==> src/rtl/assert_macros.svh <==
// ----------------------------------------------------------------------------
// Assertion macros
// Shared concurrent assertion forms for the segment intersection core.
// ----------------------------------------------------------------------------
`ifndef ASSERT_MACROS_SVH
`define ASSERT_MACROS_SVH

// Same-cycle implication, switched off while reset is high.
`define ASSERT_IMPLIES(label, clk, rst, ante, cons) \
   label: assert property (@(posedge clk) disable iff (rst) (ante) |-> (cons)) \
      else $error("same-cycle implication failed");

// Next-cycle implication, switched off while reset is high.
`define ASSERT_NEXT(label, clk, rst, ante, cons) \
   label: assert property (@(posedge clk) disable iff (rst) (ante) |=> (cons)) \
      else $error("next-cycle implication failed");

`endif

==> src/rtl/segit_pkg.sv <==
// ----------------------------------------------------------------------------
// Segment intersection package
// Shared constants and flag types for the segment intersection pipeline.
// ----------------------------------------------------------------------------
package segit_pkg;

   localparam int COORD_BITS_DEFAULT = 16;
   localparam int NUM_ORIENT         = 4;

   // Orientation triples: (A,B,C), (A,B,D), (C,D,A), (C,D,B).
   localparam int ORI_ABC = 0;
   localparam int ORI_ABD = 1;
   localparam int ORI_CDA = 2;
   localparam int ORI_CDB = 3;

   typedef struct packed {
      logic [NUM_ORIENT-1:0] zero;
      logic [NUM_ORIENT-1:0] positive;
   } orient_flags_type;

   // Interval checks, one per orientation triple, indexed like the triples.
   typedef struct packed {
      logic [NUM_ORIENT-1:0] hit;
   } inside_flags_type;

endpackage

==> src/rtl/segit_cross_stage.sv <==
// ----------------------------------------------------------------------------
// Cross stage
// Subtracts the partial products and registers the zero and sign flags of
// the four orientations.
// ----------------------------------------------------------------------------
module segit_cross_stage #(
   parameter int COORD_BITS = segit_pkg::COORD_BITS_DEFAULT
) (
   input  logic                              clock,
   input  logic                              reset,
   input  logic                              in_valid,
   input  logic signed [2*COORD_BITS+1:0]    prod_lhs [segit_pkg::NUM_ORIENT],
   input  logic signed [2*COORD_BITS+1:0]    prod_rhs [segit_pkg::NUM_ORIENT],
   input  segit_pkg::inside_flags_type       in_inside,
   output logic                              out_valid,
   output segit_pkg::orient_flags_type       orient_flags,
   output segit_pkg::inside_flags_type       out_inside
);

   localparam int PROD_BITS  = 2 * (COORD_BITS + 1);
   localparam int CROSS_BITS = PROD_BITS + 1;

   logic signed [CROSS_BITS-1:0] cross_val [segit_pkg::NUM_ORIENT];
   logic                         valid_ff;
   segit_pkg::orient_flags_type  orient_ff;
   segit_pkg::orient_flags_type  orient_in;
   segit_pkg::inside_flags_type  inside_ff;

   always_comb begin
      for (int k = 0; k < segit_pkg::NUM_ORIENT; k++) begin
         cross_val[k] = $signed({prod_lhs[k][PROD_BITS-1], prod_lhs[k]})
                      - $signed({prod_rhs[k][PROD_BITS-1], prod_rhs[k]});
         orient_in.zero[k]     = (cross_val[k] == '0);
         orient_in.positive[k] = !cross_val[k][CROSS_BITS-1] && (cross_val[k] != '0);
      end
   end

   always_ff @(posedge clock) begin
      if (reset) begin
         valid_ff <= 1'b0;
      end else begin
         valid_ff <= in_valid;
      end
   end

   always_ff @(posedge clock) begin
      orient_ff <= orient_in;
      inside_ff <= in_inside;
   end

   assign out_valid    = valid_ff;
   assign orient_flags = orient_ff;
   assign out_inside   = inside_ff;

endmodule

==> config.mk <==
export PLATFORM = sky130hd
export DESIGN_NAME = segit_cross_stage
export DESIGN_NICKNAME = d
export VERILOG_FILES = /design/src/rtl/assert_macros.svh /design/src/rtl/segit_pkg.sv /design/src/rtl/segit_cross_stage.sv
export SDC_FILE = /design/constraint.sdc
export NUM_CORES = 1
export LEC_CHECK = 0
export ABC_CLOCK_PERIOD_IN_PS = 5950
export BUFFER_PORTS_ARGS = -buffer_cell sky130_fd_sc_hd__buf_2
export CAP_MARGIN = 0
export CORE_ASPECT_RATIO = 0.8
export CORE_UTILIZATION = 54
export CTS_BUF_LIST = sky130_fd_sc_hd__clkbuf_4
export CTS_CLUSTER_SIZE = 10
export DETAILED_ROUTE_END_ITERATION = 7
export GPL_ROUTABILITY_DRIVEN = 0
export PLACE_DENSITY_LB_ADDON = 0.3
export SLEW_MARGIN = 20
export SYNTH_ARGS = -nofsm -noshare
export SYNTH_HDL_FRONTEND = slang
export SYNTH_SLANG_ARGS = --single-unit
export TNS_END_PERCENT = 20
==> constraint.sdc <==
create_clock -name clock -period 5.95 [get_ports clock]
set_clock_uncertainty 0.2 [all_clocks]
set_input_delay 1.19 -clock clock [delete_from_list [all_inputs] [get_ports clock]]
set_output_delay 1.19 -clock clock [all_outputs]
set_load 0.05 [all_outputs]
# Yosys cells after proc, flatten, opt, wreduce, memory -nomap -nowiden
# Index checks and enable logic that the tools add are counted.
op_classes:
  n_eq_ne: 0
  n_reduce_logical: 16
  n_lt_le_gt_ge: 0
  add_sub_neg: 4
  div: 0
  shifts: 0
  mux: 0
  n_mul: 0
  bitwise: 0
op_table:
  columns: ["op", "count"]
  rows:
  - ["zero test 35 bit", 4]
  - ["nonzero test 35 bit", 4]
  - ["subtractor 34 x 34 -> 35 bit", 4]
  - ["logical AND 1 bit", 4]
  - ["zero test 1 bit", 4]
totals:
  ram_bits: 0
  memories: 0
  register_bits: 13
  input_bits: 279
  latchBits: 0
  rom_bits: 0
  out_inout_bits: 13

# Longest topological paths before layout
depth:
  word_depth: 3
  mapped_depth: 14
  depth_no_buf: 14

# Least setup slack after synthesis
# Ideal clock, no wire load.
synth_timing:
  kind: "input-to-reg"
  from: "in prod_rhs[126] in the netlist's numbering"
  to: "reg orient_ff, in the netlist orient_flags[0]"
  t_arrival_ps: 4240
  setup_slack_ps: 1383
  required_ps: 5623
  setup_time_ps: 127
  path_stages: 12
  cell_sequence: "inv_1 > ha_1 > clkbuf_1 > nand2_1 > or4_1 > or4_1 > mux2i_1 > or4_1 > nor4_1 > nand4_1 > a2111oi_4 > nor3_2"
synth_rtl:
  columns: ["item", "line_no", "text"]
  rows:
  - ["from (decl)", "segit_cross_stage.sv:13", "input logic signed [2*COORD_BITS+1:0] prod_rhs [segit_pkg::NUM_ORIENT],"]
  - ["to (signal assigned)", "segit_cross_stage.sv:47", "orient_ff <= orient_in;"]
  - ["to (decl)", "segit_cross_stage.sv:25", "segit_pkg::orient_flags_type orient_ff;"]

==> flow_summary.json <==
{
  "tightest_slew_ps": 706,
  "synthDistinctLibCells": 76,
  "grt_use_total": 0.302,
  "cts_hold_buf": 0,
  "arrival_ps": 4560,
  "slew_violations": 0,
  "p_sw_frac": 0.545,
  "die_y_um": 115,
  "syn_nets": 1742,
  "synth_area_leaders": "ha_1 20%, a21oi_1 8.2%, inv_1 7.1%",
  "cap_violations": 0,
  "internal_power_uw": 551,
  "whs_endpoint": "out_inside[1]",
  "synthFlopType": "dfxtp_1",
  "syn_to_final_growth_pct": 17.4,
  "fin_tns_setup_ps": 0,
  "numCtsBuffers": 3,
  "drt_first_pass_iters": 8,
  "cts_buffer_depth": 2,
  "crit_chain": "buf_2 -> ha_1 -> nand4_1 -> or3_1 -> nand2_1 -> mux2i_1 -> or4_1 -> or4_1 -> nor4_1 -> nand4_1 -> a2111oi_4 -> nor3_2",
  "routed_wl_mm": 25.8,
  "p_sw_uw": 661,
  "criticalPathCategory": "in -> reg",
  "cpPeakStageDelay_ps": 500,
  "ys_seq_area_frac": 0.0301,
  "hold_depth": 1,
  "synth_common_cells": "163 x inv_1, 141 x a21oi_1, 137 x nand2_1",
  "ant_nets": 0,
  "p_leak_nw": 5.22,
  "crit_start": "prod_lhs[119]",
  "yosysWarnings": 0,
  "netlist_instances": 1326,
  "comb_power_share": 0.853,
  "pwr-share-clk": 0.069,
  "layout.nets": 1984,
  "nFillCells": 1390,
  "slew_headroom": 0.523,
  "pwr-share-seq": 0.078,
  "grt_max_degree": 12,
  "hp-start": "in_inside[1]",
  "place_area_um2": 10100,
  "die_x_um": 144,
  "hpwlAfterDp_mm": 22.0,
  "slowest_stage": "or4_1",
  "postCtsSetupBuffers": 0,
  "cp-start-kind": "primary input",
  "layout_min_cycle_time_ps": 4500,
  "vias_per_cell": 6.01,
  "num_vias": 10700,
  "start_util": 0.565,
  "worst_setup_path_end_kind": "register",
  "async_flop_share": 0,
  "setup_viol": 0,
  "outcome": "complete, no violations",
  "period_share": 0.757,
  "clock-sinks": 13,
  "timing.hold.ws_ps": 727,
  "pin_count": 292,
  "port_buffers": 291,
  "grt-ovfl-total": 0,
  "cts_resized": 0,
  "ys_ff_latch": 13,
  "drc": 0,
  "required_ps": 6000,
  "synth_top_area_share": 0.197,
  "cts_tree": "built",
  "synth_edf_count": 0,
  "antenna_found_initial": 0,
  "design_area_um2": 10200,
  "instances_no_fill": 1778,
  "path_max_fanout": 10,
  "htree_num_levels": 1,
  "dpl.cell_count": 1773,
  "grt_pass1_vias": 9218,
  "grt_pass1_wl_mm": 41.9,
  "die_area_um2": 16500,
  "first_iter_violations": 907,
  "wl_per_cell_um": 14.5,
  "fp-row-count": 40,
  "syn_avg_cell_area_um2": 6.53,
  "hold_path.class": "in -> reg",
  "fmax_mhz": 222,
  "synth_top_area_cell": "ha_1",
  "p_per_area_nw_per_um2": 119,
  "netlist_area_um2": 8650,
  "path_clk_slew_ps": 170,
  "core_area_um2": 15300,
  "synth.most_common_cell": "inv_1",
  "peakVddDrop_v": 0.0000941,
  "cts-root-buf": "clkbuf_4",
  "drive_above_1_share": 0.200,
  "rsz0062_at_grt": "false",
  "hold_viol": 0,
  "finalPower_mw": 1.21
}
## routing by layer
metal | share of wire | up-vias | global-route usage
li1 | - | 5348 | -
met3 | 0.086 | 46 | 0.0350
met1 | 0.46 | 4758 | 0.421
met2 | 0.44 | 526 | 0.499
met4 | 0.016 | 0 | 0.0624
met5 | 0 | - | 0
## how the worst max path moves through the flow
stage,to,depth (start not counted)
2_1_floorplan,orient_flags[0],12
3_3_place_gp,orient_flags[0],12
3_5_place_dp,orient_flags[0],11
4_1_cts,orient_flags[0],11
5_1_grt,orient_flags[0],12
6_report,orient_flags[0],12
## power by group through the flow
stage,logic (mW),registers [mW],clock network (mW)
final,1.03,0.0945,0.0832
after global routing,1.14,0.0950,0.0903
after CTS,1.01,0.0946,0.0863
after detailed placement,1.01,0.0964,0
after global placement,0.992,0.0965,0
after floorplan,0.724,0.117,0
## sequential cells by signal (all words and copies together) (netlist names)
name and count:
orient_flags 8, out_inside 4, out_valid 1
## final cells by class
| cell class | instances | area [um2] | share of cell area |
|---|---|---|---|
| multi-input cells | 1096 | 7540 | 0.742 |
| well taps | 210 | 263 | 0.0259 |
| flip-flops and latches | 13 | 260 | 0.0256 |
| clock inverters | 1 | 5.00 | 0.000492 |
| clock buffers | 3 | 22.5 | 0.00222 |
| inverters | 163 | 612 | 0.0602 |
| repair buffers | 291 | 1460 | 0.143 |
| diodes | 1 | 2.50 | 0.000246 |
## worst max-delay path: cells and delay by family
kind | cells | cell delay (ps)
fa+ha+maj | 1 | 440
buf+inv | 1 | 100
simple gates | 8 | 2400
compound gates | 1 | 360
mux | 1 | 70
## placed cells by master, fill, tap and decap left out, drive strengths merged, types with 7 or more instances in the layout
cell type and n:
nor3 21, o21ai 90, xnor2 41, nor2b 13
mux2i 12, inv 163, buf 291, a31oi 17
nand4 45, o21a 26, xor2 35, o21bai 13
nand3 33, a21oi 142, and4 7, or4 7
nand2b 13, nor4 15, dfxtp 13, ha 136
o211ai 19, and3 13, nor2 76, a2111oi 7
nand2 137, a21o 30, or3 10, o31ai 12
a211o 7, a211oi 20
## kinds of logic (layout without fill, tap and decap cells)
kind of cell | count (synthesis) | count (layout) | share of synthesized area
AO/OA/AOI/OAI | 448 | 448 | 0.334
XOR/XNOR | 76 | 76 | 0.0769
adder cells (fa/ha/maj) | 137 | 137 | 0.199
buffers and inverters | 217 | 458 | 0.0985
flip-flops | 13 | 13 | 0.0301
multiplexers | 18 | 18 | 0.0217
other | 0 | 1 | 0
AND/OR/NAND/NOR | 417 | 417 | 0.240
## stage by stage
step                      setup slack, ps   util
after floorplan                      1380      -
after global placement               1230  0.662
after detailed placement             1140  0.662
after CTS                            1540  0.663
after global routing                 1140  0.663
final                                1450  0.664
Note: power is estimated with default switching activity, not from simulation.
