`config.mk`:
```
export PLATFORM = sky130hd
export DESIGN_NAME = segit_diff_stage
export DESIGN_NICKNAME = d
export VERILOG_FILES = /design/src/rtl/assert_macros.svh /design/src/rtl/segit_pkg.sv /design/src/rtl/segit_diff_stage.sv
export SDC_FILE = /design/constraint.sdc
export NUM_CORES = 1
export LEC_CHECK = 0
export ABC_AREA = 1
export BUFFER_PORTS_ARGS = -buffer_cell sky130_fd_sc_hd__buf_2
export CAP_MARGIN = 25
export CELL_PAD_IN_SITES_DETAIL_PLACEMENT = 0
export CELL_PAD_IN_SITES_GLOBAL_PLACEMENT = 1
export CORE_UTILIZATION = 25
export CTS_BUF_LIST = sky130_fd_sc_hd__clkbuf_4
export CTS_CLUSTER_DIAMETER = 120
export DETAILED_ROUTE_END_ITERATION = 8
export HOLD_SLACK_MARGIN = 0.03
export PLACE_DENSITY_LB_ADDON = 0.1
export SYNTH_ARGS = -nofsm -noshare
export SYNTH_HDL_FRONTEND = slang
export SYNTH_SLANG_ARGS = --single-unit
export TNS_END_PERCENT = 1
```
`constraint.sdc`:
```
create_clock -name clock -period 5.9 [get_ports clock]
set_clock_uncertainty 0.05 [all_clocks]
set_input_delay 0.885 -clock clock [delete_from_list [all_inputs] [get_ports clock]]
set_output_delay 0.885 -clock clock [all_outputs]
set_load 0.01 [all_outputs]
```
`src/rtl/assert_macros.svh`:
```
// ----------------------------------------------------------------------------
// Assertion macros
// Shared concurrent assertion forms for the segment intersection core.
// ----------------------------------------------------------------------------
`ifndef ASSERT_MACROS_SVH
`define ASSERT_MACROS_SVH

// Same-cycle implication, switched off while reset is high.
`define ASSERT_IMPLIES(label, clk, rst, ante, cons) \
   label: assert property (@(posedge clk) disable iff (rst) (ante) |-> (cons)) \
      else $error("same-cycle implication failed");

// Next-cycle implication, switched off while reset is high.
`define ASSERT_NEXT(label, clk, rst, ante, cons) \
   label: assert property (@(posedge clk) disable iff (rst) (ante) |=> (cons)) \
      else $error("next-cycle implication failed");

`endif

```
`src/rtl/segit_pkg.sv`:
```
// ----------------------------------------------------------------------------
// Segment intersection package
// Shared constants and flag types for the segment intersection pipeline.
// ----------------------------------------------------------------------------
package segit_pkg;

   localparam int COORD_BITS_DEFAULT = 16;
   localparam int NUM_ORIENT         = 4;

   // Orientation triples: (A,B,C), (A,B,D), (C,D,A), (C,D,B).
   localparam int ORI_ABC = 0;
   localparam int ORI_ABD = 1;
   localparam int ORI_CDA = 2;
   localparam int ORI_CDB = 3;

   typedef struct packed {
      logic [NUM_ORIENT-1:0] zero;
      logic [NUM_ORIENT-1:0] positive;
   } orient_flags_type;

   // Interval checks, one per orientation triple, indexed like the triples.
   typedef struct packed {
      logic [NUM_ORIENT-1:0] hit;
   } inside_flags_type;

endpackage

```
`src/rtl/segit_diff_stage.sv`:
```
// ----------------------------------------------------------------------------
// Difference stage
// Forms the edge vectors of the four orientation triples and the interval
// checks from the raw coordinates, and registers them.
// ----------------------------------------------------------------------------
module segit_diff_stage #(
   parameter int COORD_BITS = segit_pkg::COORD_BITS_DEFAULT
) (
   input  logic                         clock,
   input  logic                         reset,
   input  logic                         in_valid,
   input  logic [COORD_BITS-1:0]        a_x,
   input  logic [COORD_BITS-1:0]        a_y,
   input  logic [COORD_BITS-1:0]        b_x,
   input  logic [COORD_BITS-1:0]        b_y,
   input  logic [COORD_BITS-1:0]        c_x,
   input  logic [COORD_BITS-1:0]        c_y,
   input  logic [COORD_BITS-1:0]        d_x,
   input  logic [COORD_BITS-1:0]        d_y,
   output logic                         out_valid,
   output logic signed [COORD_BITS:0]   u_x [segit_pkg::NUM_ORIENT],
   output logic signed [COORD_BITS:0]   u_y [segit_pkg::NUM_ORIENT],
   output logic signed [COORD_BITS:0]   v_x [segit_pkg::NUM_ORIENT],
   output logic signed [COORD_BITS:0]   v_y [segit_pkg::NUM_ORIENT],
   output segit_pkg::inside_flags_type  inside_flags
);

   localparam int DIFF_BITS = COORD_BITS + 1;

   logic [COORD_BITS-1:0]        p_x [segit_pkg::NUM_ORIENT];
   logic [COORD_BITS-1:0]        p_y [segit_pkg::NUM_ORIENT];
   logic [COORD_BITS-1:0]        q_x [segit_pkg::NUM_ORIENT];
   logic [COORD_BITS-1:0]        q_y [segit_pkg::NUM_ORIENT];
   logic [COORD_BITS-1:0]        r_x [segit_pkg::NUM_ORIENT];
   logic [COORD_BITS-1:0]        r_y [segit_pkg::NUM_ORIENT];

   logic                         valid_ff;
   logic signed [DIFF_BITS-1:0]  u_x_ff [segit_pkg::NUM_ORIENT];
   logic signed [DIFF_BITS-1:0]  u_y_ff [segit_pkg::NUM_ORIENT];
   logic signed [DIFF_BITS-1:0]  v_x_ff [segit_pkg::NUM_ORIENT];
   logic signed [DIFF_BITS-1:0]  v_y_ff [segit_pkg::NUM_ORIENT];
   logic signed [DIFF_BITS-1:0]  u_x_in [segit_pkg::NUM_ORIENT];
   logic signed [DIFF_BITS-1:0]  u_y_in [segit_pkg::NUM_ORIENT];
   logic signed [DIFF_BITS-1:0]  v_x_in [segit_pkg::NUM_ORIENT];
   logic signed [DIFF_BITS-1:0]  v_y_in [segit_pkg::NUM_ORIENT];
   segit_pkg::inside_flags_type  inside_ff;
   segit_pkg::inside_flags_type  inside_in;

   // Exact difference of two signed coordinates, one bit wider.
   function automatic logic signed [DIFF_BITS-1:0] diff_of(
      input logic [COORD_BITS-1:0] hi_val,
      input logic [COORD_BITS-1:0] lo_val
   );
      return $signed({hi_val[COORD_BITS-1], hi_val}) - $signed({lo_val[COORD_BITS-1], lo_val});
   endfunction

   // True when r lies between e0 and e1, inclusive, in either order.
   function automatic logic between(
      input logic signed [COORD_BITS-1:0] e0,
      input logic signed [COORD_BITS-1:0] e1,
      input logic signed [COORD_BITS-1:0] r
   );
      return ((e0 <= r) && (r <= e1)) || ((e0 >= r) && (r >= e1));
   endfunction

   always_comb begin
      p_x[segit_pkg::ORI_ABC] = a_x;  p_y[segit_pkg::ORI_ABC] = a_y;
      q_x[segit_pkg::ORI_ABC] = b_x;  q_y[segit_pkg::ORI_ABC] = b_y;
      r_x[segit_pkg::ORI_ABC] = c_x;  r_y[segit_pkg::ORI_ABC] = c_y;
      p_x[segit_pkg::ORI_ABD] = a_x;  p_y[segit_pkg::ORI_ABD] = a_y;
      q_x[segit_pkg::ORI_ABD] = b_x;  q_y[segit_pkg::ORI_ABD] = b_y;
      r_x[segit_pkg::ORI_ABD] = d_x;  r_y[segit_pkg::ORI_ABD] = d_y;
      p_x[segit_pkg::ORI_CDA] = c_x;  p_y[segit_pkg::ORI_CDA] = c_y;
      q_x[segit_pkg::ORI_CDA] = d_x;  q_y[segit_pkg::ORI_CDA] = d_y;
      r_x[segit_pkg::ORI_CDA] = a_x;  r_y[segit_pkg::ORI_CDA] = a_y;
      p_x[segit_pkg::ORI_CDB] = c_x;  p_y[segit_pkg::ORI_CDB] = c_y;
      q_x[segit_pkg::ORI_CDB] = d_x;  q_y[segit_pkg::ORI_CDB] = d_y;
      r_x[segit_pkg::ORI_CDB] = b_x;  r_y[segit_pkg::ORI_CDB] = b_y;
   end

   always_comb begin
      for (int k = 0; k < segit_pkg::NUM_ORIENT; k++) begin
         u_x_in[k] = diff_of(q_x[k], p_x[k]);
         u_y_in[k] = diff_of(q_y[k], p_y[k]);
         v_x_in[k] = diff_of(r_x[k], p_x[k]);
         v_y_in[k] = diff_of(r_y[k], p_y[k]);
         // A vertical reference segment is checked on y instead of x.
         if (p_x[k] != q_x[k]) begin
            inside_in.hit[k] = between(p_x[k], q_x[k], r_x[k]);
         end else begin
            inside_in.hit[k] = between(p_y[k], q_y[k], r_y[k]);
         end
      end
   end

   always_ff @(posedge clock) begin
      if (reset) begin
         valid_ff <= 1'b0;
      end else begin
         valid_ff <= in_valid;
      end
   end

   always_ff @(posedge clock) begin
      u_x_ff    <= u_x_in;
      u_y_ff    <= u_y_in;
      v_x_ff    <= v_x_in;
      v_y_ff    <= v_y_in;
      inside_ff <= inside_in;
   end

   assign out_valid    = valid_ff;
   assign u_x          = u_x_ff;
   assign u_y          = u_y_ff;
   assign v_x          = v_x_ff;
   assign v_y          = v_y_ff;
   assign inside_flags = inside_ff;

endmodule

```
# Word-level counts from Yosys, hierarchy flattened
# Index checks and enable logic that the tools add are counted.
# totals
mem_count	0
mem_bits_rw	0
rom_bits	0
latchBits	0
ff_bits	209
elab_cells	80
in_bits	131
out_inout_bits	277
# classes
shift	0
magnitude_cmp	24
eq_ne	2
n_reduce_logical	24
n_mul	0
addsub	12
muxes	4
bitwise	0
n_div	0
# op_table
cell	n
subtractor 16 x 16 -> 17 bit	12
>= comparator 16 bit	12
less-or-equal comparator 16 bit	12
!= test 16 bit	2
logical AND 1 bit	16
logical OR 1 bit	8
two-way mux 1 bit	4

# Depth between registers and ports, before layout
# depth
word_depth	4
ltp_mapped	18
mapped_depth_nobuf	18

# Worst setup path before layout
# OpenSTA, ideal clock, no wires.
# synth_timing
kind	in2reg
from	input b_y[0]
to	register u_y_ff, in the netlist u_y[46]
slack_ns	3.421
required_time_ns	5.778
path_stages	10
n_path_buf	0
arrival_time_ns	2.358
setup_time_ns	0.072
cell_sequence	inv_1 -> ha_1 -> fa_1 -> nand3b_1 -> nand2_1 -> a21oi_2 -> o21ai_2 -> nand2_1 -> o21ai_1 -> xor2_1
# synth_lines
element	line	source
start, declared	segit_diff_stage.sv:15	input logic [COORD_BITS-1:0] b_y,
end signal, assigned	segit_diff_stage.sv:106	u_y_ff <= u_y_in;
end, declared	segit_diff_stage.sv:39	logic signed [DIFF_BITS-1:0] u_y_ff [segit_pkg::NUM_ORIENT];

==> flow_metrics.env <==
export IMPL_post_cts_setup_buffer_count=0
export IMPL_gp_congestion=0.9037
export IMPL_grt_max_degree=11
export IMPL_area_sequential_um2=4144
export IMPL_grt_pass1_vias=15102
export IMPL_clkSinkCount=207
export IMPL_dp_slack_ns=2.459
export IMPL_p_per_area_nw_per_um2=281.0
export IMPL_synth_adder_area_share_pct=19.73
export IMPL_postPlaceCellArea_um2=18320
export IMPL_vdd_drop_max_v=0.0001172
export IMPL_critPathLaunchType="input port"
export IMPL_netlist_area_leader_share_pct=26.01
export IMPL_dpl_hpwl_mm=57.76
export IMPL_die_w_um=254.4
export IMPL_synth_compound_area_share_pct=12.97
export IMPL_clk_pin_slew_worst_paths_ns=0.06
export IMPL_synth_mux_area_share_pct=0
export IMPL_fin_ws_ns=3.304
export IMPL_top_layer_used="met5"
export IMPL_synth_top_family_by_area="adder cells"
export IMPL_nets=2863
export IMPL_yosysTopAreaCell="dfxtp_1"
export IMPL_wl_per_cell_um=19.43
export IMPL_postSynthCellCount=2105
export IMPL_yosysSeqAreaShare_pct=26.01
export IMPL_max_cap_violations=0
export IMPL_setup_viol=0
export IMPL_num_fill_cells=7034
export IMPL_synth_flop_cell="dfxtp_1"
export IMPL_cts_root_buf="clkbuf_4"
export IMPL_vias_per_cell=4.450
export IMPL_crit_type="input port to flip-flop"
export IMPL_wl_met1_mm=30.57
export IMPL_cp_arrival_ns=3.25
export IMPL_drv_slew=0
export IMPL_wl_mm=65.71
export IMPL_io_pins=408
export IMPL_antenna_found_initial=11
export IMPL_synth_simple_area_share_pct=19.60
export IMPL_tightest_slew_ns=0.7731
export IMPL_drc=0
export IMPL_dieArea_um2=64740
export IMPL_grt_usage_pct=19.97
export IMPL_synth_xor_area_share_pct=9.566
export IMPL_leakagePower_uw=0.01041
export IMPL_min_period_over_period_pct=44.01
export IMPL_rows=92
export IMPL_slew_limit_headroom_pct=48.03
export IMPL_area_growth_pct=20.31
export IMPL_rsz0062_at_grt="no"
export IMPL_num_vias=15044
export IMPL_grt_overflow=0
export IMPL_dr_pass1_iters=5
export IMPL_multi_input_area_um2=9857
export IMPL_wl_met3_mm=3.755
export IMPL_synth_edf_count=0
export IMPL_numCtsBuffers=67
export IMPL_cts_tree="done"
export IMPL_ant_nets=0
export IMPL_yosys_warnings=0
export IMPL_cts_path_max_buffers=3
export IMPL_hold_viol=0
export IMPL_synth_avg_cell_area_um2=7.568
export IMPL_portBuffers=407
export IMPL_status="complete, no violations"
export IMPL_crit_start="a_y[15]"
export IMPL_drt_initial_drc_count=658
export IMPL_grt_pass1_wl_mm=93.23
export IMPL_final_area_um2=19170
export IMPL_hold_depth=2
export IMPL_max_freq_mhz=385.2
export IMPL_fp_dieH_um=254.4
export IMPL_hold_buffers=0
export IMPL_min_from="reset"
export IMPL_critical_path_max_fanout=9
export IMPL_hold_path_class="input port to flip-flop"
export IMPL_synthArstFlopShare_pct=0
export IMPL_syn_nets=2480
export IMPL_crit_required_ns=6.55
export IMPL_setup_tns_ns=0
export IMPL_ys_ff_latch=207
export IMPL_critPathCaptureType="flip-flop"
export IMPL_ys_types=50
export IMPL_yosysMostFrequentCell="nand2_1"
export IMPL_fin_crit_ns=2.596
export IMPL_synthesis_area_um2=15930
export IMPL_fp_coreArea_um2=62970
export IMPL_initial_core_util_pct=25.30
export IMPL_wl_met2_mm=29.63
export IMPL_cts_repair_resized=0
export IMPL_synthTopCellsByCount="428 x nand2_1, 312 x inv_1, 232 x ha_1"
export IMPL_ys_top_cells_by_area="dfxtp_1 26%, ha_1 18%, nand2_1 10%"
export IMPL_h_tree_depth=3
export IMPL_drive_gt1_share_pct=23.59
## cell type report
type | count | share of cell area, %
Multi-Input combinational cell | 1479 | 51.43
Tap cell | 846 | 5.523
Antenna cell | 8 | 0.1044
Timing Repair Buffer | 407 | 10.63
Inverter | 326 | 6.397
Clock inverter | 19 | 0.8160
Sequential cell | 207 | 21.62
Clock buffer | 89 | 3.486
## critical path, stage by stage
cell and delay, ns:
buf_2 0.10, inv_1 0.14, ha_1 0.68, nand2_1 0.18, nor2_1 0.17, nand2_1 0.15, nor4_2 0.61, nor3_2 0.09
nand3_1 0.12, nand2_1 0.06, inv_1 0.05
## logic make-up after synthesis
kind of cell / Yosys count
simple gates: 720
buf+inv: 419
compound gates: 341
fa+ha+maj: 244
flops: 207
xor+xnor: 174
## cell usage in the layout, fill, tap and decap left out, drive strengths merged
| master | count |
|---|---|
| o21a | 3 |
| diode | 8 |
| xor2 | 137 |
| fa | 12 |
| clkbuf | 89 |
| o2111ai | 1 |
| nor4 | 11 |
| nand4 | 15 |
| inv | 327 |
| a31oi | 14 |
| clkinv | 15 |
| nand3b | 3 |
| a21oi | 171 |
| a211oi | 2 |
| nor2 | 139 |
| nand3 | 72 |
| a311oi | 1 |
| buf | 407 |
| o21bai | 34 |
| and2 | 2 |
| a21o | 20 |
| nor3 | 25 |
| o221ai | 1 |
| a21boi | 10 |
| dfxtp | 207 |
| o311ai | 3 |
| bufinv | 3 |
| nand2 | 452 |
| o21ai | 69 |
| xnor2 | 37 |
| a2111oi | 2 |
| or2 | 1 |
| o211ai | 10 |
| ha | 232 |
## final timing paths
path	to	slack [ns]
worst min-delay path	out_valid	0.25
worst max-delay path	inside_flags[0]	3.30
## registers in the layout, summed over array words and instances, names as in the netlist
name          count
u_x              34
v_x              67
u_y              34
v_y              67
out_valid         1
inside_flags      4
## metrics by stage
step / hold slack, ns / instances / utilization (%) / power [µW]
final: 0.2506 / 3381 / 30.44 / 5385
after global placement: 0.9900 / 3265 / 29.10 / 3945
after floorplan: 0.9062 / 2105 / - / 3133
after CTS: 0.1276 / 3373 / 30.41 / 5509
after detailed placement: 0.9949 / 3265 / 29.10 / 3919
after global routing: 0.1804 / 3378 / 30.43 / 5781
## layer usage
layer  vias to the layer above  global-route usage, %
met4                         4                  7.194
met1                      6961                  26.29
met5                         -                      0
li1                       7538                      -
met3                        93                  3.878
met2                       448                  32.23
## power by group
part | switching (µW) | leakage [µW] | internal, µW
sequential | 137 | 0.00175 | 1720
clock | 692 | 0.000491 | 824
combinational | 1280 | 0.00817 | 737
Note: power is estimated with default switching activity, not from simulation.
